## src/msbm_pkg.sv

```systemverilog
// ----------------------------------------------------------------------------
// msbm_pkg: shared definitions for the multi-signature byte matcher
// Sizes of the signature store, window and scan counter, function codes and
// the command bundle that drives the recent-byte history.
// ----------------------------------------------------------------------------
`timescale 1ns / 1ps
`default_nettype none

package msbm_pkg;

  // Store and scan dimensions.
  localparam int NUM_SIGS     = 16;
  localparam int MAX_SIG_LEN  = 32;
  localparam int MAX_SCAN_LEN = 16384;
  localparam int RESULT_LIMIT = 16;

  // Derived widths.
  localparam int BYTE_W = 8;
  localparam int ROW_W  = BYTE_W * MAX_SIG_LEN;
  localparam int SLOT_W = (NUM_SIGS > 1) ? $clog2(NUM_SIGS) : 1;
  localparam int CNT_W  = $clog2(NUM_SIGS + 1);
  localparam int POS_W  = (MAX_SIG_LEN > 1) ? $clog2(MAX_SIG_LEN) : 1;
  localparam int LEN_W  = $clog2(MAX_SIG_LEN + 1);
  localparam int SEEN_W = $clog2(MAX_SCAN_LEN + 1);
  localparam int RC_W   = $clog2(RESULT_LIMIT + 1);

  // Fixed field widths of the ports.
  localparam int FUNC_W   = 2;
  localparam int SEL_W    = 4;
  localparam int BPOS_W   = 5;
  localparam int SLEN_W   = 6;
  localparam int IDX_W    = 4;
  localparam int OFF_W    = 14;
  localparam int MLEN_W   = 6;

  // Function codes of an input transfer.
  localparam logic [FUNC_W-1:0] FUNC_LOAD = 2'd0;
  localparam logic [FUNC_W-1:0] FUNC_LEN  = 2'd1;
  localparam logic [FUNC_W-1:0] FUNC_SCAN = 2'd2;

  // Command to the recent-byte history.
  typedef struct packed {
    logic              shift;
    logic              clear;
    logic [BYTE_W-1:0] data;
  } hist_cmd_t;

endpackage

`default_nettype wire

```

## src/msbm_hist.sv

```systemverilog
// ----------------------------------------------------------------------------
// msbm_hist: recent-byte window and scan offset counter
// Shifts scan bytes into a window of the newest bytes and counts them.
// ----------------------------------------------------------------------------
`timescale 1ns / 1ps
`default_nettype none

module msbm_hist (
  input  logic                        clk,
  input  logic                        rst,
  input  msbm_pkg::hist_cmd_t         cmd,
  output logic [msbm_pkg::ROW_W-1:0]  window,
  output logic [msbm_pkg::SEEN_W-1:0] seen,
  output logic                        full
);

  import msbm_pkg::*;

  logic [BYTE_W-1:0] win [MAX_SIG_LEN];

  // Window shift register, newest byte at position zero.
  always_ff @(posedge clk) begin
    if (rst || cmd.clear) begin
      for (int j = 0; j < MAX_SIG_LEN; j++) begin
        win[j] <= '0;
      end
      seen <= '0;
    end else if (cmd.shift) begin
      win[0] <= cmd.data;
      for (int j = 1; j < MAX_SIG_LEN; j++) begin
        win[j] <= win[j-1];
      end
      seen <= seen + SEEN_W'(1);
    end
  end

  // Flattened view for the compare unit.
  always_comb begin
    for (int j = 0; j < MAX_SIG_LEN; j++) begin
      window[BYTE_W*j +: BYTE_W] = win[j];
    end
  end

  assign full = (seen == SEEN_W'(MAX_SCAN_LEN));

  // The offset counter stops at the scan limit.
  assert property (@(posedge clk) disable iff (rst) seen <= SEEN_W'(MAX_SCAN_LEN))
    else $error("scan offset counter passed the scan limit");

  // A clear empties the counter.
  assert property (@(posedge clk) disable iff (rst) cmd.clear |=> (seen == '0))
    else $error("scan offset counter not cleared");

endmodule

`default_nettype wire
```

## config.mk

```make
export PLATFORM = sky130hd
export DESIGN_NAME = msbm_hist
export DESIGN_NICKNAME = d
export VERILOG_FILES = /design/src/msbm_pkg.sv /design/src/msbm_hist.sv
export SDC_FILE = /design/constraint.sdc
export NUM_CORES = 1
export LEC_CHECK = 0
export BUFFER_PORTS_ARGS = -buffer_cell sky130_fd_sc_hd__buf_2
export CORE_MARGIN = 2
export CORE_UTILIZATION = 52
export DETAILED_ROUTE_END_ITERATION = 10
export MAX_ROUTING_LAYER = met4
export PLACE_DENSITY = 0.83
export SETUP_SLACK_MARGIN = 0.3
export SKIP_LAST_GASP = 1
export SYNTH_ARGS = -nofsm -noshare
export SYNTH_HDL_FRONTEND = slang
export SYNTH_SLANG_ARGS = --single-unit
export TNS_END_PERCENT = 100
```

## constraint.sdc

```tcl
create_clock -name clk -period 8.75 [get_ports clk]
set_input_delay 0.875 -clock clk [delete_from_list [all_inputs] [get_ports clk]]
set_output_delay 0.875 -clock clk [all_outputs]
set_load 0.03 [all_outputs]
```

# Word level (Yosys, flattened, before mapping)
# Memories as Yosys holds them, arrays and structs flattened.
# Cells that the tools add are included.
[word_totals]
mem_bits_ro = 0
mem_bits_rw = 256
regBits = 15
in_bits = 12
latchBits = 0
memories = 1
[mem_list]
columns = ["name", "words", "width", "rd", "rd_clocked_by_memory_dff", "write_ports", "line", "source"]
rows = [
  ["win", 32, 8, 32, 0, 32, "msbm_hist.sv:19", "logic [BYTE_W-1:0] win [MAX_SIG_LEN];"],
]
[op_classes]
add_sub_neg = 1
n_mux = 37
eq_ne = 1
multipliers = 0
div = 0
magnitude_cmp = 0
shift = 0
reduce_logical = 1
bitwise_logic = 32
[ops]
columns = ["op", "n"]
rows = [
  ["two-way mux 8 bit", 32],
  ["OR 1 bit", 32],
  ["adder 15 x 1 -> 15 bit (second input constant)", 1],
  ["equality test 15 bit (second input constant)", 1],
  ["two-way mux 1 bit", 5],
  ["logical OR 1 bit", 1],
]

# Longest topological paths before layout
[logic_depth]
depth_word = 4
depth_mapped = 5

# Least setup slack after synthesis
# No wires, ideal clock.
[synth_path]
path_kind = "input to register"
start = "in cmd[8] (netlist name)"
end = "mem win[0][0] (enable)"
slack_ps = 991
cell_stages = 4
arrival_time_ps = 5795
path_buffers = 2
cell_sequence = "nor2_1 > clkbuf_1 > clkbuf_1 > nand2_1"
[synth_rtl]
columns = ["element", "line", "source"]
rows = [
  ["start, declared", "msbm_hist.sv:11", "input msbm_pkg::hist_cmd_t cmd,"],
  ["end, declared", "msbm_hist.sv:19", ""],
]

==> metrics.yaml <==
fp-row-count: 51
worstSkewPairLatency_ps: 530
die-area_um2: 20800
initial_utilization: 0.528
final-seq-area_um2: 7990
clock_skew_ps: 7.83
dr.first_iter.drc_count: 313
ios: 284
arrival_ps: 3490
ys_ff_latch: 271
syn-mean-instance-area_um2: 15.9
viasPerCell: 5.15
dp.final_hpwl_um: 14500
htree_num_levels: 1
p_int_uw: 2220
fillCellCount: 1328
hold_path.class: "flip-flop to flip-flop"
cts_tree: "built"
seq_power_share: 0.518
final.period_utilization: 0.386
routed_wirelength_um: 22300
synth_cell_types: 25
clockBufferDepth: 3
multi_input_area_um2: 2040
cts_made_buffers: 28
antenna_found_initial: 0
worst_slew_pin_slew_ps: 1160
peakVddDrop_mv: 0.161
die_h_um: 144
grt_use_total: 0.209
crit_fanout: 95
ctsResizeCount: 0
synth_warnings: 0
p_comb_frac: 0.081
synth-adder-area-share: 0.00245
hold_buffers: 0
synthCells: 643
met1Wirelength_um: 9070
p_clk_frac: 0.402
synthArstFlopShare: 0
ys.flop_type: "edfxtp_1"
wl_met2_um: 10300
drcViolationCount: 0
synthSimpleGateAreaFrac: 0.182
synth_top_family_by_area: "simple AND/OR/NAND/NOR gates"
cap_violations: 0
p_leak_uw: 0.00634
drive_gt1_frac: 0.359
ant_nets: 0
grt_pass1_wl_um: 32400
synthXorXnorAreaFrac: 0.0112
finalHoldViolations: 0
power_uw: 2910
final_max_slew_viol_count: 0
wl_met3_um: 2350
setup_violations: 0
post_cts_buffers: 0
synthesis.nets: 657
criticalPathCategory: "input pin to flip-flop"
dr.pass1.iters: 5
relSlewSlack: 0.227
fin_crit_ps: 3380
cp-end-kind: "flip-flop"
die_x_um: 144
reg2reg_depth: 5
startpoint_type: "input pin"
place_congestion: 0.828
rsz0062_at_grt: "no"
muxShareOfSynthArea: 0.000980
rr_startpoint: "seen[0]$_SDFFE_PP0P_"
overflow: 0
top_layer: "met4"
switching_share: 0.237
clk_pin_slew_ps: 60
syn_to_final_growth_pct: 24.9
cts_num_sinks: 271
grt_start_max_net_pins: 142
power_density_nw_per_um2: 228
synth_edf_count: 256
cts_root_buf: "clkbuf_16"
synth_compound_area_frac: 0.00159
fin_nets: 928
hold_start: "win[0][175]$_SDFFCE_PP0P_"
status: "completed"
p_sw_uw: 691
vias: 6187
ys_seq_area_frac: 0.782
timing.critical_path.from: "cmd[8]"
syn_area_um2: 10200
worstPathRequired_ps: 8860
cp-endpoint: "win[0][176]$_SDFFCE_PP0P_"
wl_per_cell_um: 18.5
grt_pass1_vias: 5965
setup-tns-final_ps: 0
r2r_slack_ps: 7140
r2r_end: "seen[12]$_SDFFE_PP0P_"
max_clock_freq_mhz: 296
io_buffers: 283
fp.coreArea_um2: 19300
antennaDiodeCount: 0
==> kinds of logic after synthesis <==
logic type | Yosys count
and+or+nand+nor | 302
DFF | 271
buffers and inverters | 52
xor gates and xnor gates | 13
AOI/OAI and AO/OA | 2
adders and majority gates | 2
muxes | 1
==> synth_stat cells (2+ instances only) <==
library cell / n / area (um^2)
and2_1: 112 / 701
and3_1: 145 / 907
buf_2: 2 / 10.0
nand4_4: 2 / 42.5
xnor2_1: 8 / 70.1
nor4_1: 7 / 43.8
ha_1: 2 / 25.0
inv_1: 5 / 18.8
xor2_1: 5 / 43.8
edfxtp_1: 256 / 7690
nand3_1: 4 / 20.0
nor2_1: 16 / 60.1
nand2_1: 6 / 22.5
clkbuf_1: 44 / 165
nand4_1: 3 / 18.8
dfxtp_1: 15 / 300
nor3_1: 3 / 15.0
==> routing by layer <==
layer,up-vias,global-route usage
met5,-,-
met1,2990,0.267
met2,265,0.324
met3,37,0.0685
li1,2895,-
met4,0,0.0624
==> how the worst min path moves through the flow <==
stage | end | slack (ps) | cells past startpoint
after floorplan | seen[11]$_SDFFE_PP0P_ | 680 | 2
after global placement | win[0][164]$_SDFFCE_PP0P_ | 530 | 1
after detailed placement | win[0][169]$_SDFFCE_PP0P_ | 530 | 1
after CTS | win[0][199]$_SDFFCE_PP0P_ | 550 | 1
after global routing | win[0][183]$_SDFFCE_PP0P_ | 560 | 1
final | win[0][183]$_SDFFCE_PP0P_ | 540 | 1
==> layout by cell type, fill, tap and decap left out, types with 4 or more instances in the layout <==
master | synthesis | final
buf_2 | 2 | 282
and2_1 | 112 | 112
nor2_1 | 16 | 15
buf_4 | 0 | 6
dfxtp_1 | 15 | 15
clkbuf_16 | 0 | 29
edfxtp_1 | 256 | 256
nand2_1 | 6 | 5
nand3_1 | 4 | 4
inv_1 | 5 | 5
xnor2_1 | 8 | 8
and3_1 | 145 | 145
clkinv_2 | 0 | 8
xor2_1 | 5 | 5
clkbuf_1 | 44 | 6
nor4_1 | 7 | 7
==> power groups by stage <==
stage          Sequential (uW)  Clock (uW)  Combinational (uW)
6_report                  1510        1170                 235
5_1_grt                   1510        1230                 248
3_3_place_gp              1530           0                 234
4_1_cts                   1510        1190                 237
2_1_floorplan             1650           0                44.3
3_5_place_dp              1530           0                 237
==> registers in the layout (all words and copies together), names as in the netlist <==
name and cells:
seen 15, win 256
==> cell type report <==
class,count,share of cell area
sequential,271,0.627
clock buffer,35,0.0587
clock inverter,17,0.0130
multi-input combinational,320,0.160
tap,265,0.0260
inverter,5,0.00147
timing repair buffer,288,0.114
==> through the flow <==
stage | util | instances | setup WS [ps] | area [um^2] | hold WS [ps]
finish | 0.659 | 1201 | 5370 | 12700 | 543
global route | 0.659 | 1201 | 5090 | 12700 | 559
CTS | 0.659 | 1201 | 5350 | 12700 | 548
detailed placement | 0.612 | 1149 | 4770 | 11800 | 532
global placement | 0.612 | 1149 | 4840 | 11800 | 526
floorplan | - | 643 | 991 | 10200 | 682
==> critical path, cell delays in order <==
cell and delay (ps):
buf_2 120, nor2_4 860, nand2_4 830, buf_4 730
No activity file was read; power rests on OpenSTA's default activity.
