==> src/msbm_ram.sv <==
// ----------------------------------------------------------------------------
// msbm_ram: generic single-port RAM
// One access per cycle, a write and a read of the same address; read data is registered.
// ----------------------------------------------------------------------------
`timescale 1ns / 1ps
`default_nettype none

module msbm_ram #(
  parameter int WIDTH = 8,
  parameter int DEPTH = 16
) (
  input  logic                                        clk,
  input  logic                                        we,
  input  logic [((DEPTH > 1) ? $clog2(DEPTH) : 1)-1:0] addr,
  input  logic [WIDTH-1:0]                            wdata,
  output logic [WIDTH-1:0]                            rdata
);

  logic [WIDTH-1:0] mem [DEPTH];

  // Write port and registered read port share one address.
  always_ff @(posedge clk) begin
    if (we) begin
      mem[addr] <= wdata;
    end
    rdata <= mem[addr];
  end

endmodule

`default_nettype wire

==> config.mk <==
export PLATFORM = sky130hd
export DESIGN_NAME = msbm_ram
export DESIGN_NICKNAME = d
export VERILOG_FILES = /design/src/msbm_ram.sv
export SDC_FILE = /design/constraint.sdc
export NUM_CORES = 1
export LEC_CHECK = 0
export ABC_AREA = 0
export BUFFER_PORTS_ARGS = -buffer_cell sky130_fd_sc_hd__buf_2
export CAP_MARGIN = 20
export CORE_ASPECT_RATIO = 1.25
export CORE_MARGIN = 2
export CORE_UTILIZATION = 60
export CTS_CLUSTER_SIZE = 24
export DETAILED_ROUTE_END_ITERATION = 8
export GPL_TIMING_DRIVEN = 0
export PLACE_DENSITY_LB_ADDON = 0.08
export SYNTH_ARGS = -nofsm -noshare
export SYNTH_HDL_FRONTEND = slang
export SYNTH_SLANG_ARGS = --single-unit
==> constraint.sdc <==
create_clock -name clk -period 2.02 [get_ports clk]
set_clock_uncertainty 0.05 [all_clocks]
set_input_delay 0.202 -clock clk [delete_from_list [all_inputs] [get_ports clk]]
set_output_delay 0.202 -clock clk [all_outputs]
set_load 0.02 [all_outputs]
======== After elaboration in Yosys (flattened, before gate mapping) ========
Memories as Yosys holds them, arrays and structs flattened. A register that Yosys moved wholly into a read port is not among the register bits.
Cells that the tools add are included.
Widths: inputs -> output; s select.
cells by class
  muxes and demuxes ....................... 2
operator list
  cell    number
  $mux 1  2
word-level totals
  bits of input ports ..................... 14
  output and inout bits ................... 8
  bits in writable memories ............... 128
  bits in registers ....................... 0
  memories kept ........................... 1
memories
  memory  depth  width  rd ports  clocked after memory_dff  write ports  line  source
  mem     16     8      1         1                         1            19    logic [WIDTH-1:0] mem [DEPTH];

======== Logic depth before layout (Yosys ltp) ========
Gate-level depths: netlist (run 1).
  word-level depth ........................ 2
  gate-level depth with buffers ........... 5

======== Least setup slack after synthesis (run 1) ========
No wires, ideal clock.
  kind .................................... input-to-reg
  from .................................... input port addr[2] (netlist name)
  to ...................................... memory mem[0][0], enable pin
  setup slack ............................. 275 ps
  arrival ................................. 1312 ps
  required time ........................... 1587 ps
  stages .................................. 2
  cells stage by stage .................... or3b_2 nor3_1
RTL lines
  what                line  source
  start: declaration  14    input logic [((DEPTH > 1) ? $clog2(DEPTH) : 1)-1:0] addr,
  end: declaration    19
Straight into the memory's write port.

======== Worst setup path in the final report (run 1) ========
  from .................................... input port addr[1] (netlist name)
  to ...................................... memory mem[11][3], enable pin
Straight into the memory's write port.

==> flow_summary_export.csv, run 1 <==
group,metric,value,unit
critical_path,path_buf_inv,2,
finish,syn_to_final_growth,16.7,%
die,dieArea,9200,um2
cts,cts_hold_buf,0,
finish,diodes,0,
yosys,yosysSeqAreaShare,0.790,
cts,cts.clk_slew.worst_paths,0.06,ns
pwr,p_leak,1.96,nW
detailed_routing,vias_per_cell,6.30,
detailed_routing,wl_per_cell,24.6,um
die,core_area,8240,um2
job,maxCapViolCount,0,
detailed_routing,drc,0,
placed_design,dpl_cell_area,5310,um2
critical_path,cp_slowest_stage_delay,0.73,ns
hold_path,hp-class,"primary input to flop",
critical_path,cp-start-kind,"primary input",
detailed_routing,routed_wl,9.38,mm
yosys,netlist.area_leader.share,0.759,
placed_design,dp_hpwl,5.88,mm
pwr,vdd_drop_max,992,uV
detailed_routing,firstDrtPassIters,5,
critical_path,path_delay_family,"simple AND/OR/NAND/NOR gates",
detailed_routing,drtIter0Drc,203,
die,die_height,107,um
critical_path,worstSetupPathType,"primary input to flop",
die,ios,22,
sta,relSlewSlack,0.414,
cts,cts_sinks,136,
placed_design,gp_congestion,0.755,
placed_design,io_buffers,19,
global_routing,grt_max_degree,17,
finish,fin_area,5920,um2
critical_path,crit_chain,"buf_2 > buf_1 > nand2_1 > nor2_1",
sta,period_share,0.899,
yosys,synth_mux_area_frac,0.142,
finish,final_cell_mix,"128 x edfxtp_1, 32 x mux4_2, 23 x buf_2",
yosys,synth-simple-area-share,0.0321,
critical_path,required,2.12,ns
sta,rsz0062_at_grt,"false",
detailed_routing,num_vias,2407,
finish,final_common_cell,"edfxtp_1",
sta,finalCriticalPeriod,1.82,ns
critical_path,worstPathArrival,1.91,ns
yosys,synthesis.nets,244,
cts,htree_levels,4,
pwr,power,6.64,mW
cts,cts_setup_buffers,0,
finish,layout-drive-gt1-share,0.305,
yosys,postSynthCellCount,230,
global_routing,grt_overflow,0,
yosys,syn-cell-area,5070,um2
die,row_count,37,
cts,cts_tree,"built",
yosys,yosysWarnings,0,
yosys,synth_cell_type_count,18,
sta,hold_viol,0,
yosys,avgSynthCellArea,22.0,um2
global_routing,grtUsageTotal,0.230,
yosys,synth_fa_ha_area_frac,0,
yosys,synth.ff_latch_count,136,
pwr,powerDensity,1120,nW/um2
critical_path,critPathMaxFanout,10,
sta,tightest_slew,0.876,ns
yosys,yosys.area.top_type,"edfxtp_1",
cts,clk_latency,0.52,ns
cts,cts_buffer_depth,2,
die,die_width,86.2,um
global_routing,first_global_vias,2386,
critical_path,worstSetupEndpointType,"flop",
sta,final-setup-viol-count,0,
die,start_util,0.615,
sta,slew_violations,0,
sta,fin_tns_setup,0,ns
critical_path,critical_path.slowest_cell,"nor2_1",
finish,fin_util,0.718,
yosys,synth-xor-area-share,0,
detailed_routing,ant_nets,0,
status,outcome,"complete, no violations",
yosys,synth_top_family_by_area,"multiplexers",
finish,fin_nets,286,
cts,post_cts_resized,0,
yosys,ys_top_cells_by_area,"edfxtp_1 76%, mux4_2 14%, dfxtp_1 3.2%",
yosys,synth_compound_area_frac,0.0237,
cts,cts_made_buffers,17,
cts,ctsRootBufferMaster,"clkbuf_8",
finish,num-fill-cells,492,
sta,clock.fmax,551,MHz
global_routing,antenna_found_initial,0,
global_routing,grt_pass1_wl,14.2,mm
## per-layer routing
| layer | GRT usage | part of all wire | routed length [um] |
|---|---|---|---|
| met1 | 0.328 | 0.43 | 4030 |
| met2 | 0.339 | 0.48 | 4500 |
| met3 | 0.0724 | 0.074 | 694 |
| met4 | 0.0926 | 0.017 | 164 |
| met5 | 0 | 0 | 0 |
## cells in the mapped netlist
library cell    n
edfxtp_1      128
nor2_1         13
clkbuf_2        1
clkbuf_1        2
or3b_2          1
a22oi_1        16
nand3_1         1
mux4_2         32
and2_1          1
nor2b_1         2
nand2b_1        2
buf_2           2
nand3b_1        2
buf_6           2
nor3_1          4
dfxtp_1         8
nand2_1         9
buf_1           4
## layout make-up
cell class | count | area (um2) | share of cell area
Buffer | 11 | 60.1 | 0.0102
Clock buffer | 21 | 429 | 0.0725
Clock inverter | 11 | 178 | 0.0300
Multi-Input combinational cell | 83 | 1000 | 0.170
Sequential cell | 136 | 4000 | 0.677
Tap cell | 97 | 121 | 0.0205
Timing Repair Buffer | 23 | 120 | 0.0203
## flip-flops by register name (all words and copies together) (netlist names)
| signal | flops |
|---|---|
| rdata | 8 |
| mem | 128 |
## power by group
| group | leakage, nW | switching [mW] | total, mW | internal (mW) |
|---|---|---|---|---|
| Sequential | 1.22 | 0.0146 | 3.17 | 3.16 |
| Clock | 0.299 | 1.05 | 3.16 | 2.11 |
| Combinational | 0.439 | 0.193 | 0.314 | 0.121 |
## kinds of logic (layout without fill, tap and decap cells)
kind of cell           after synthesis  in the layout
AO/OA/AOI/OAI                       16             16
multiplexers                        32             32
flip-flops                         136            136
AND/OR/NAND/NOR                     35             35
buffers and inverters               11             66
## metrics by stage
stage	std cells	worst slack, ns	hold slack, ns
2_1_floorplan	230	0.275	0.251
3_3_place_gp	346	-0.325	0.554
6_report	382	0.204	0.0297
3_5_place_dp	350	-0.300	0.566
4_1_cts	382	0.257	0.0169
5_1_grt	382	0.132	0.0262
## path summary, 6_finish.rpt
path,startpoint,endpoint,slack (ns),depth (start not counted)
worst max-delay path,addr[1],mem[11][3]$_DFFE_PP_,0.20,4
worst min-delay path,wdata[3],mem[7][3]$_DFFE_PP_,0.03,1
worst max register to register,mem[3][3]$_DFFE_PP_,rdata[3]$_DFF_P_,0.63,3
worst min register to register,mem[15][7]$_DFFE_PP_,rdata[7]$_DFF_P_,0.66,3
Power figures use the tool's default switching activity.
==> run 2: changes to the inputs <==
--- a/config.mk
+++ b/config.mk
@@ -8,12 +8,15 @@
 export ABC_AREA = 0
 export BUFFER_PORTS_ARGS = -buffer_cell sky130_fd_sc_hd__buf_2
 export CAP_MARGIN = 20
+export CELL_PAD_IN_SITES_DETAIL_PLACEMENT = 2
+export CELL_PAD_IN_SITES_GLOBAL_PLACEMENT = 2
 export CORE_ASPECT_RATIO = 1.25
 export CORE_MARGIN = 2
-export CORE_UTILIZATION = 60
+export CORE_UTILIZATION = 48
 export CTS_CLUSTER_SIZE = 24
 export DETAILED_ROUTE_END_ITERATION = 8
 export GPL_TIMING_DRIVEN = 0
+export MAX_ROUTING_LAYER = met4
 export PLACE_DENSITY_LB_ADDON = 0.08
 export SYNTH_ARGS = -nofsm -noshare
 export SYNTH_HDL_FRONTEND = slang
==> flow_summary_export.csv, run 2 (synthesis gave the netlist of run 1 again) <==
group,metric,value,unit
critical_path,worstSetupPathType,"primary input to flop",
critical_path,worstSetupEndpointType,"flop",
die,dieArea,11400,um2
global_routing,antenna_found_initial,0,
cts,cts_tree,"built",
finish,layout.cells.non_filler,414,
detailed_routing,firstDrtPassIters,5,
finish,final_cell_mix,"128 x edfxtp_1, 32 x mux4_2, 22 x buf_2",
finish,largest_register,"mem",
placed_design,dpl_cell_area,5350,um2
die,start_util,0.496,
hold_path,hp-class,"primary input to flop",
global_routing,grt_pass1_wl,20.2,mm
pwr,vdd_drop_max,891,uV
critical_path,cp-start-kind,"primary input",
critical_path,critical_path.slowest_cell,"nor2_1",
critical_path,crit_chain,"buf_2 > buf_1 > nand2b_1 > nor2_1",
pwr,p_leak,1.97,nW
critical_path,worstSetupStartpoint,"addr[1]",
status,outcome,"complete, no violations",
finish,syn_to_final_growth,18.6,%
finish,final_common_cell,"edfxtp_1",
cts,ctsRootBufferMaster,"clkbuf_16",
cts,htree_levels,4,
die,die_width,95.9,um
placed_design,dp.cells,382,
hold_path,hold_start,"wdata[7]",
cts,cts_buffer_depth,2,
cts,cts_setup_buffers,0,
placed_design,io_buffers,19,
sta,tightest_slew,0.917,ns
global_routing,grt_overflow,0,
critical_path,cp_slowest_stage_delay,0.64,ns
sta,relSlewSlack,0.386,
pwr,power,6.92,mW
placed_design,gp_congestion,0.777,
finish,fin_nets,286,
cts,post_cts_resized,1,
global_routing,grt_max_degree,17,
die,ios,22,
die,die_height,119,um
cts,clk_latency,0.42,ns
cts,cts_sinks,136,
critical_path,reg2reg_from,"mem[11][0]$_DFFE_PP_",
detailed_routing,drtIter0Drc,253,
detailed_routing,wl_per_cell,33.3,um
global_routing,first_global_vias,2876,
detailed_routing,routed_wl,13.8,mm
pwr,powerDensity,1150,nW/um2
finish,multi_input_comb_area,1020,um2
die,row_count,41,
finish,diodes,0,
finish,layout-drive-gt1-share,0.340,
critical_path,required,2.01,ns
sta,hold_viol,0,
cts,cts.clk_slew.worst_paths,0.06,ns
sta,slew_violations,0,
sta,finalCriticalPeriod,1.92,ns
sta,hold_ws,0.147,ns
detailed_routing,ant_nets,0,
finish,largest_register_ffs,128,
sta,rsz0062_at_grt,"false",
critical_path,critPathMaxFanout,10,
finish,largestRegisters,"mem (128), rdata (8)",
finish,seq_area,4000,um2
detailed_routing,vias_per_cell,6.13,
sta,period_share,0.951,
job,maxCapViolCount,0,
finish,num-fill-cells,803,
placed_design,dp_hpwl,8.42,mm
sta,final-setup-viol-count,0,
detailed_routing,drc,0,
die,core_area,10200,um2
cts,cts_hold_buf,0,
finish,fin_area,6010,um2
sta,clock.fmax,521,MHz
detailed_routing,num_vias,2539,
cts,cts_made_buffers,17,
critical_path,worstPathArrival,1.91,ns
global_routing,grtUsageTotal,0.277,
==> run 2: cell count changes in the layout (fill, tap and decap cells not counted), sizes merged <==
cell | before | now
clkbuf | 24 | 28
clkinv | 6 | 2
bufinv | 5 | 4
clkinvlp | 0 | 1
==> run 2: final timing paths <==
kind,to,slack (ns),depth (start not counted)
worst max-delay path,mem[10][6]$_DFFE_PP_,0.1,4
worst min-delay path,mem[4][7]$_DFFE_PP_,0.15,1
worst max register to register,rdata[0]$_DFF_P_,0.42,3
worst min register to register,rdata[4]$_DFF_P_,0.70,3
==> run 2: power breakdown <==
| part | internal [mW] | switching [mW] | total, mW |
|---|---|---|---|
| combinational | 0.122 | 0.228 | 0.349 |
| clock | 2.23 | 1.16 | 3.39 |
| sequential | 3.16 | 0.0268 | 3.18 |
| total | 5.51 | 1.42 | 6.92 |
==> run 2: worst max-delay path, delay by kind of cell <==
family                 cells  cell delay (ns)
AND/OR/NAND/NOR            2             0.95
buffers and inverters      2             0.75
==> run 2: area by class of cell <==
| class | count | share of cell area |
|---|---|---|
| clock inverters | 7 | 0.0229 |
| flip-flops and latches | 136 | 0.666 |
| plain buffers | 11 | 0.00999 |
| clock buffers | 25 | 0.0841 |
| well taps | 129 | 0.0268 |
| multi-input cells | 83 | 0.170 |
| repair buffers | 23 | 0.0204 |
==> run 2: per-stage QoR <==
step	setup slack (ns)	setup TNS, ns	util
6_report	0.0991	0	0.589
5_1_grt	0.00794	0	0.589
4_1_cts	0.00323	0	0.587
3_5_place_dp	-0.464	-27.59	0.524
3_3_place_gp	-0.366	-27.18	0.522
2_1_floorplan	0.275	0	-
==> run 2: routing by layer <==
layer  global-route usage  wire length [um]  vias up
met3               0.0639               504       24
li1                     -                 -     1047
met5                    -                 0        -
met4                0.138               547        0
met2                0.433              7170       91
met1                0.339              5580     1377
