==> src/msbm_pkg.sv <==
// ----------------------------------------------------------------------------
// msbm_pkg: shared definitions for the multi-signature byte matcher
// Sizes of the signature store, window and scan counter, function codes and
// the command bundle that drives the recent-byte history.
// ----------------------------------------------------------------------------
`timescale 1ns / 1ps
`default_nettype none

package msbm_pkg;

  // Store and scan dimensions.
  localparam int NUM_SIGS     = 16;
  localparam int MAX_SIG_LEN  = 32;
  localparam int MAX_SCAN_LEN = 16384;
  localparam int RESULT_LIMIT = 16;

  // Derived widths.
  localparam int BYTE_W = 8;
  localparam int ROW_W  = BYTE_W * MAX_SIG_LEN;
  localparam int SLOT_W = (NUM_SIGS > 1) ? $clog2(NUM_SIGS) : 1;
  localparam int CNT_W  = $clog2(NUM_SIGS + 1);
  localparam int POS_W  = (MAX_SIG_LEN > 1) ? $clog2(MAX_SIG_LEN) : 1;
  localparam int LEN_W  = $clog2(MAX_SIG_LEN + 1);
  localparam int SEEN_W = $clog2(MAX_SCAN_LEN + 1);
  localparam int RC_W   = $clog2(RESULT_LIMIT + 1);

  // Fixed field widths of the ports.
  localparam int FUNC_W   = 2;
  localparam int SEL_W    = 4;
  localparam int BPOS_W   = 5;
  localparam int SLEN_W   = 6;
  localparam int IDX_W    = 4;
  localparam int OFF_W    = 14;
  localparam int MLEN_W   = 6;

  // Function codes of an input transfer.
  localparam logic [FUNC_W-1:0] FUNC_LOAD = 2'd0;
  localparam logic [FUNC_W-1:0] FUNC_LEN  = 2'd1;
  localparam logic [FUNC_W-1:0] FUNC_SCAN = 2'd2;

  // Command to the recent-byte history.
  typedef struct packed {
    logic              shift;
    logic              clear;
    logic [BYTE_W-1:0] data;
  } hist_cmd_t;

endpackage

`default_nettype wire

==> src/msbm_cmp.sv <==
// ----------------------------------------------------------------------------
// msbm_cmp: shared signature compare unit
// Lines up one signature row against the newest window bytes and compares.
// ----------------------------------------------------------------------------
`timescale 1ns / 1ps
`default_nettype none

module msbm_cmp (
  input  logic [msbm_pkg::ROW_W-1:0]  row,
  input  logic [msbm_pkg::ROW_W-1:0]  window,
  input  logic [msbm_pkg::LEN_W-1:0]  len,
  input  logic [msbm_pkg::SEEN_W-1:0] seen,
  output logic                        match
);

  import msbm_pkg::*;

  logic [ROW_W-1:0]       rev;
  logic [ROW_W-1:0]       aligned;
  logic [LEN_W-1:0]       diff;
  logic [POS_W-1:0]       shamt;
  logic [MAX_SIG_LEN-1:0] eq;

  // Reverse the row so that signature byte len-1 lands on the newest byte
  // after a right shift by the unused part of the row.
  always_comb begin
    for (int j = 0; j < MAX_SIG_LEN; j++) begin
      rev[BYTE_W*j +: BYTE_W] = row[BYTE_W*(MAX_SIG_LEN-1-j) +: BYTE_W];
    end
    diff    = LEN_W'(MAX_SIG_LEN) - len;
    shamt   = diff[POS_W-1:0];
    aligned = rev >> {shamt, 3'b000};
  end

  // Byte compares; positions beyond the length always agree.
  always_comb begin
    for (int j = 0; j < MAX_SIG_LEN; j++) begin
      eq[j] = (LEN_W'(j) >= len) ||
              (aligned[BYTE_W*j +: BYTE_W] == window[BYTE_W*j +: BYTE_W]);
    end
    match = (&eq) && (len != '0) && (SEEN_W'(len) <= seen);
  end

endmodule

`default_nettype wire

==> config.mk <==
export PLATFORM = sky130hd
export DESIGN_NAME = msbm_cmp
export DESIGN_NICKNAME = d
export VERILOG_FILES = /design/src/msbm_pkg.sv /design/src/msbm_cmp.sv
export SDC_FILE = /design/constraint.sdc
export NUM_CORES = 1
export LEC_CHECK = 0
export ABC_AREA = 1
export BUFFER_PORTS_ARGS = -buffer_cell sky130_fd_sc_hd__buf_4
export CORE_AREA = 2 2 208 210
export DETAILED_ROUTE_END_ITERATION = 12
export DIE_AREA = 0 0 210 212
export MAX_ROUTING_LAYER = met4
export PLACE_DENSITY = 0.77
export SYNTH_ARGS = -nofsm -noshare
export SYNTH_HDL_FRONTEND = slang
export SYNTH_SLANG_ARGS = --single-unit
export TNS_END_PERCENT = 10
==> constraint.sdc <==
create_clock -name vclk -period 4.29
set_input_delay 0.429 -clock vclk [all_inputs]
set_output_delay 0.429 -clock vclk [all_outputs]
set_load 0.02 [all_outputs]
---- After elaboration in Yosys (flattened, before gate mapping) ----
Index checks and enable logic that the tools add are counted.
word-level totals
  logic and storage cells ................. 103
  flip-flop bits (word level) ............. 0
  input port bits ......................... 533
  output and inout port bits .............. 1
cells by class
  shift operators ......................... 1
  reduce and logical (&&, ||, !) cells .... 36
  $lt $le $gt $ge ......................... 33
  add/sub/neg operators ................... 1
  eq/ne operators ......................... 32
operators by type and width
  operator                                                                             number
  8-bit == test                                                                        32
  256-bit by 8-bit right shift with 256-bit output                                     1
  5-bit by 6-bit greater-or-equal comparator with 1-bit output (first input constant)  16
  4-bit by 6-bit greater-or-equal comparator with 1-bit output (first input constant)  8
  1-bit logical OR                                                                     32
  32-bit AND reduction                                                                 1
  3-bit by 6-bit greater-or-equal comparator with 1-bit output (first input constant)  4
  6-bit by 15-bit less-or-equal comparator with 1-bit output                           1
  1-bit by 6-bit greater-or-equal comparator with 1-bit output (first input constant)  2
  2-bit by 6-bit greater-or-equal comparator with 1-bit output (first input constant)  2
  6-bit nonzero test                                                                   1
  1-bit by 5-bit subtractor with 5-bit output (first input constant)                   1
  1-bit logical AND                                                                    2

---- Logic depth before layout (Yosys ltp) ----
Gate-level depths: netlist (run 1).
  depth in word-level cells ............... 7
  mapped depth ............................ 27
  depth with buffers taken out ............ 23

---- Worst setup path before layout (run 1) ----
OpenSTA, ideal clock, no wires.
  path type ............................... input port to output port
  start point ............................. in len[0] (netlist name)
  end point ............................... out match
  arrival ................................. 3217 ps
  data required time ...................... 3861 ps
  stages .................................. 22
  slack ................................... 644 ps
  buffers on the path ..................... 5
  path through ............................ inv_2 buf_2 buf_1 ha_1 buf_2 inv_2 buf_2 buf_2 nand2_1 o21ai_0 nand2_1 nand2_1 nand2_1 xor2_1 nand2_1 nor2_1 nand2_1 nand2_1 nand2_1 nor2_1 nand3_1 nor2_1
on the way
  longest elaborated chain between the ends .. 7
  elaborated cells on any way between the ends .. 103
  classes of those cells .................. 1 x add/sub; 33 x order compare; 32 x eq/ne; 1 x shift; 36 x reduce/logical
RTL lines
  what                                              RTL line        RTL
  start, declared                                   msbm_cmp.sv:11  input logic [msbm_pkg::LEN_W-1:0] len,
  1-bit by 5-bit subtractor with 5-bit output       msbm_cmp.sv:30  diff = LEN_W'(MAX_SIG_LEN) - len;
  256-bit by 8-bit right shift with 256-bit output  msbm_cmp.sv:32  aligned = rev >> {shamt, 3'b000};
  8-bit == test                                     msbm_cmp.sv:39  (aligned[BYTE_W*j +: BYTE_W] == window[BYTE_W*j +: BYTE_W]);
  1-bit logical OR                                  msbm_cmp.sv:38  eq[j] = (LEN_W'(j) >= len) ||
  32-bit AND reduction                              msbm_cmp.sv:41  match = (&eq) && (len != '0) && (SEEN_W'(len) <= seen);
  1-bit logical AND                                 msbm_cmp.sv:41
  1-bit logical AND (*)                             msbm_cmp.sv:41
  end, declared                                     msbm_cmp.sv:13  output logic match
Mark *: on every way between the ends. The rest lies on a longest branch, timed or not.

---- Worst setup path in the final report (run 1) ----
  start point ............................. in len[1] (netlist name)
  end point ............................... out match
Same word-level chain as after synthesis.

==> summary.md, run 1 <==
| Metric | Value |
|---|---|
| Cell Area, Synth | 18,660 um2 |
| Worst setup path category | in -> out |
| Status | complete, but fails checks |
| Routed vias/inst | slightly above 6 |
| Largest net degree at the start of global routing | 103 |
| Post-CTS Hold Fix Bufs | 0 |
| Max-cap viol count | 0 |
| Critical path capture point type | output pin |
| Initial drt markers | around 5,700 |
| Die height | 212 um |
| Req. time, crit path | a little under 4 ns |
| Die area | roughly 45,000 um2 |
| Reg area | 0 um2 |
| Slew HR | a little under half |
| Setup WS post-layout | -0.01225 ns |
| Failing checks | setup timing |
| CP max stage delay | 0.25 ns |
| Worst Hold Depth | 11 |
| Layer with the highest usage | met2 |
| Most common cell after layout, fill and taps aside | nand2_1 |
| Max frequency | 232.4 MHz |
| Routed wire length | 125,700 um |
| Synth unique cells | 34 |
| Total track usage | 55.89% |
| Die width | 210 um |
| Row cnt | 76 |
| Vias in the first global route | approximately 28,000 |
| Power Density | about 190 nW/um2 |
| Worst Setup SP | len[1] |
| RePlAce Congestion | 1.184 |
| Vias | approximately 31,000 |
| Highest-count cells in the layout ignoring fill and taps | 1,755 x nand2_1, 1,345 x nand3_1, 621 x buf_4 |
| Final hold vios | 0 |
| Share of post-route cells with drive strength above 1 | 15.63% |
| Yosys warnings | 0 |
| CLK BUF | 0 |
| Grt total ovfl | 0 |
| Starting Density | 43.91% |
| Drc violations | 0 |
| Register area share after synthesis | 0% |
| M1 GR Usage | between 60% and 70% |
| CP delay by family, top | simple AND/OR/NAND/NOR gates |
| Crit-path cells | buf_4, inv_1, ha_4, inv_2, nand2_1, nand2_8, buf_12, buf_4, nand3_1, nand2_1, nand2_1, nand2_1, nand2_1, nand2_1, nand4_1, nor2_1, nand2_1, nand2_1, nand3_1, nor2_1, nand3_1, nor2_1, buf_4 |
| Drt pass-1 iters | 8 |
| Seq cells | 0 |
| Slowest-stage cell, CP | nand2_1 |
| Area delta synth->final | 26.58% |
| IR drop worst, VDD | 0.00008933 V |
| NumNets Final | 5,022 |
| Hold path endpoint | match |
| Synthesized instance count | 4,087 |
| Final Util | a little under three fifths |
| Met3 Use GR | a little over a tenth |
| Routed len/inst | around 25 um |
| Period minus WS final | 4.302 ns |
| Hold WC Path Type | in -> out |
| Hold_sp | window[58] |
| Core Footprint | around 43,000 um2 |
| IO Port Bufs | 534 |
| CP Launch Type | input port |
| Crit path buf inv count | 6 |
| Final ANT Viol Nets | 0 |
| Post-DP HPWL | between 100,000 and 150,000 um |
| CP Data Arrival Time | 3.87 ns |
| Number of antenna violations at the first check in global routing | 6 |
| Pins Over Slew Limit | 0 |
| Final total power | 4.421 mW |
| Final setup TNS | -0.01225 ns |
| # IOs | 534 |
| Setup Viol. Count Final | 1 |
| Worst-Margin Slew | 0.7814 ns |
| Most frequent CP cell | nand2_1 |
| Dpl ws | 0.03105 ns |
| First-pass GRT wire length | 179,200 um |
| Leak | 13.15 nW |
| Syn_area_per_cell | 4.567 um2 |
| Worst Path Max Fanout | 20 |
| Final period utilization | 100.3% |
| Syn_nets | between 4,000 and 5,000 |
| GR met2 Demand/Resource | 81.65% |
==> per-layer routing <==
| layer | vias to the layer above | share of wire [%] | wire [um] |
|---|---|---|---|
| met5 | - | 0 | 0 |
| met4 | 0 | 12 | 14730 |
| met3 | 600 | 12 | 15660 |
| met2 | 2561 | 40 | 50730 |
| met1 | 13820 | 35 | 44580 |
| li1 | 14390 | - | - |
==> cell families (layout without fill, tap and decap cells) <==
group	after synthesis	in the layout	share of synthesized area, %
AO/OA/AOI/OAI	144	144	4.967
adder cells (fa/ha/maj)	9	9	0.6033
AND/OR/NAND/NOR	3384	3384	79.53
other	0	6	0
buffers and inverters	490	881	12.08
XOR/XNOR	60	60	2.816
==> how the worst max path moves through the flow <==
stage,cells after the start,slack (ns),end
after floorplan,22,0.64,match
after CTS,23,0.04,match
after global routing,24,-0.01,match
final,23,-0.01,match
after global placement,23,0.04,match
after detailed placement,23,0.03,match
==> through the flow <==
step | hold slack, ns | std cells | cell area, um2
floorplan | 1.198 | 4087 | 18660
global placement | 1.613 | 5020 | 23490
detailed placement | 1.610 | 5020 | 23490
CTS | 1.609 | 5020 | 23490
global route | 1.675 | 5030 | 23630
finish | 1.629 | 5030 | 23630
==> synth_stat cells (14+ instances only) <==
library cell	count	area, um2
o21bai_1	27	202.7
o211ai_1	46	345.3
xor2_1	46	402.9
inv_1	208	780.8
nand2_1	1762	6614
nand3_1	1352	6766
nor2_1	125	469.2
buf_4	29	217.7
o21ai_0	30	150.1
nand4_1	69	431.7
nand3b_1	60	450.4
buf_2	223	1116
xnor2_1	14	122.6
o21ai_1	21	105.1
==> layout make-up <==
type,count,area (um2)
repair buffers,666,5564
fillers,4712,18880
multi-input cells,3597,16510
diodes,6,15.01
well taps,546,683.2
inverters,215,850.8
==> where the power goes <==
group	internal, mW	total, mW	switching, mW
logic	1.42	4.42	3.00
clock network	0.000000188	0.000000188	0
registers	0	0	0
total	1.42	4.42	3.00
==> repair_timing <==
| item | CTS | global route |
|---|---|---|
| endpoints found under the setup margin | 0 | 1 |
| buffers inserted | 0 | 4 |
| gates resized for setup | 0 | 22 |
Note: power is estimated with default switching activity, not from simulation.
==> run 2: changes to the inputs <==
--- a/config.mk
+++ b/config.mk
@@ -7,11 +7,11 @@
 export LEC_CHECK = 0
 export ABC_AREA = 1
 export BUFFER_PORTS_ARGS = -buffer_cell sky130_fd_sc_hd__buf_4
-export CORE_AREA = 2 2 208 210
+export CORE_AREA = 2 2 209 211
 export DETAILED_ROUTE_END_ITERATION = 12
-export DIE_AREA = 0 0 210 212
+export DIE_AREA = 0 0 211 213
 export MAX_ROUTING_LAYER = met4
-export PLACE_DENSITY = 0.77
+export PLACE_DENSITY = 0.79
 export SYNTH_ARGS = -nofsm -noshare
 export SYNTH_HDL_FRONTEND = slang
 export SYNTH_SLANG_ARGS = --single-unit
==> run 2 against run 1 <==
Effect of this change: final cell count shrank 0.14%; largest power group unchanged; combinational power barely moved; global-route usage decreased by 0.34 points; the flow now finishes without violations; count of clock-buffer cells in the layout unchanged; sequential share of layout area is the same; first-iteration DRC count up 6.1%; wire length up 1.0%; largest cell class unchanged.
==> summary.md, run 2 (synthesis gave the netlist of run 1 again) <==
| Metric | Value |
|---|---|
| Seq cells | 0 (unchanged) |
| Dpl ws | 0.1935 ns (+0.1624 ns) |
| Routed vias/inst | 6.303 (+1.0%) |
| Die area | 44,940 um2 (+0.95%) |
| CP Launch Type | input port |
| Die height | 213 um (+0.47%) |
| Status | complete, no violations |
| Total track usage | 55.55% (-0.34 points) |
| IR drop worst, VDD | 0.00008505 V (-4.8%) |
| Core Footprint | 42,700 um2 (+0.45%) |
| CP max stage delay | 0.33 ns (+0.08 ns) |
| Max-cap viol count | 0 (unchanged) |
| CP Data Arrival Time | 3.80 ns (-0.07 ns) |
| Worst setup path category | in -> out |
| Number of antenna violations at the first check in global routing | 5 (-1) |
| Dpl cell area | 23,390 um2 (-0.42%) |
| Routed wire length | 127,000 um (+1.0%) |
| Most common cell after layout, fill and taps aside | nand2_1 |
| Area delta synth->final | 25.94% |
| Fin Hold WS | 1.585 ns (-0.04448 ns) |
| Slew HR | 51.41% (+3.7 points) |
| Final Instance Count excl. Fillers | 5,023 (-0.14%) |
| Setup Buffers After CTS | 0 (unchanged) |
| Hold WC Path Type | in -> out |
| Drc violations | 0 (unchanged) |
| CP delay by family, top | simple AND/OR/NAND/NOR gates |
| RePlAce Congestion | 1.182 (-0.19%) |
| Worst Path Max Fanout | 73 (+270%) |
| Routed len/inst | 25.28 um (+1.1%) |
| Drt pass-1 iters | 8 (unchanged) |
| WL met1 | 44,270 um (-0.69%) |
| Final hold vios | 0 (unchanged) |
| Met3 WL | 16,420 um (+4.9%) |
| Worst Hold Depth | 11 (unchanged) |
| Power Density | 187.5 nW/um2 (+0.20%) |
| First-pass GRT wire length | 179,300 um (about the same) |
| # IOs | 534 (unchanged) |
| Top layer in use | met4 |
| Design Area, Final | 23,510 um2 (-0.51%) |
| CLK BUF | 0 (unchanged) |
| Metal2 WL | 51,050 um (+0.63%) |
| Worst-Margin Slew | 0.7257 ns (-0.05577 ns) |
| Post-DP HPWL | 105,000 um (-0.42%) |
| Highest-count cells in the layout ignoring fill and taps | 1,759 x nand2_1, 1,349 x nand3_1, 618 x buf_4 |
| Row cnt | 76 (unchanged) |
| Largest net degree at the start of global routing | 133 (+29%) |
| Leak | 13.10 nW (-0.38%) |
| Crit-path cells | clkbuf_8, inv_6, buf_12, nand3_2, nand2_8, buf_12, buf_4, nand2_1, nand2_1, nand2_1, nand2_1, nand2_1, nand2_1, nand2_1, nor2_1, nand2_1, nand2_1, nand2_1, nor2_1, nand3_1, nor2_1, buf_4 |
| Initial drt markers | 6,045 (+6.1%) |
| Instance count on the critical path | 22 (-4.3%) |
| Grt total ovfl | 0 (unchanged) |
| Die width | 211 um (+0.48%) |
| Starting Density | 43.71% (-0.20 points) |
| Vias | 31,660 (+0.90%) |
| Pins Over Slew Limit | 0 (unchanged) |
| Reg area | 0 um2 (unchanged) |
| Vias in the first global route | 27,800 (+0.0072%) |
| Crit path buf inv count | 6 (unchanged) |
| NumNets Final | 5,016 (-0.12%) |
| Post-placement cell count | 5,017 (-0.060%) |
| Slowest-stage cell, CP | buf_12 |
| Max frequency | 236.4 MHz (+1.7%) |
| Req. time, crit path | 3.86 ns (about the same) |
| Final ANT Viol Nets | 0 (unchanged) |
| Share of post-route cells with drive strength above 1 | 15.34% (-0.29 points) |
| Period minus WS final | 4.231 ns (-0.07172 ns) |
| Most frequent CP cell | nand2_1 |
| Setup WS post-layout | 0.05948 ns (+0.07172 ns) |
| Critical path capture point type | output pin |
| Setup Viol. Count Final | 0 (-1) |
| Final period utilization | 98.61% (-1.7 points) |
| IO Port Bufs | 534 (unchanged) |
## run 2: changes by cell type in the layout (fill, tap and decap cells not counted), sizes merged
cell / delta
buf: -7
clkbuf: +1
clkinv: -1
diode: -1
inv: +1
## run 2: area by class of cell
| cell class | count | area (um2) |
|---|---|---|
| Multi-Input combinational cell | 3597 | 16490 |
| Timing Repair Buffer | 660 | 5477 |
| Inverter | 215 | 842.1 |
| Antenna cell | 5 | 12.51 |
| Fill cell | 4748 | 19190 |
| Tap cell | 546 | 683.2 |
## run 2: final timing paths
kind	end	slack (ns)	startpoint
max	match	0.06	len[0]
min	match	1.59	window[80]
## run 2: what timing repair did
item                       CTS  global route
resized for setup            0            19
hold endpoints to repair     0             0
setup endpoints to repair    0             1
hold buffers                 0             0
## run 2: routing by layer
layer | track usage (%) | vias to the layer above
li1 | - | 14380
met1 | 64.19 | 13910
met2 | 80.20 | 2713
met3 | 11.93 | 654
met4 | 51.29 | 0
met5 | - | -
## run 2: report_power, final
| part | switching, mW | leakage, nW | internal (mW) |
|---|---|---|---|
| sequential | 0 | 0 | 0 |
| clock | 0 | 0.0000312 | 0.000000106 |
| combinational | 3.00 | 13.1 | 1.41 |
## run 2: per-stage QoR
step,utilization [%],TNS (ns),power (mW)
CTS,54.79,0,4.142
global route,55.05,-0.01701,4.617
finish,55.05,0,4.407
floorplan,-,0,2.367
global placement,54.79,0,4.128
detailed placement,54.79,0,4.130
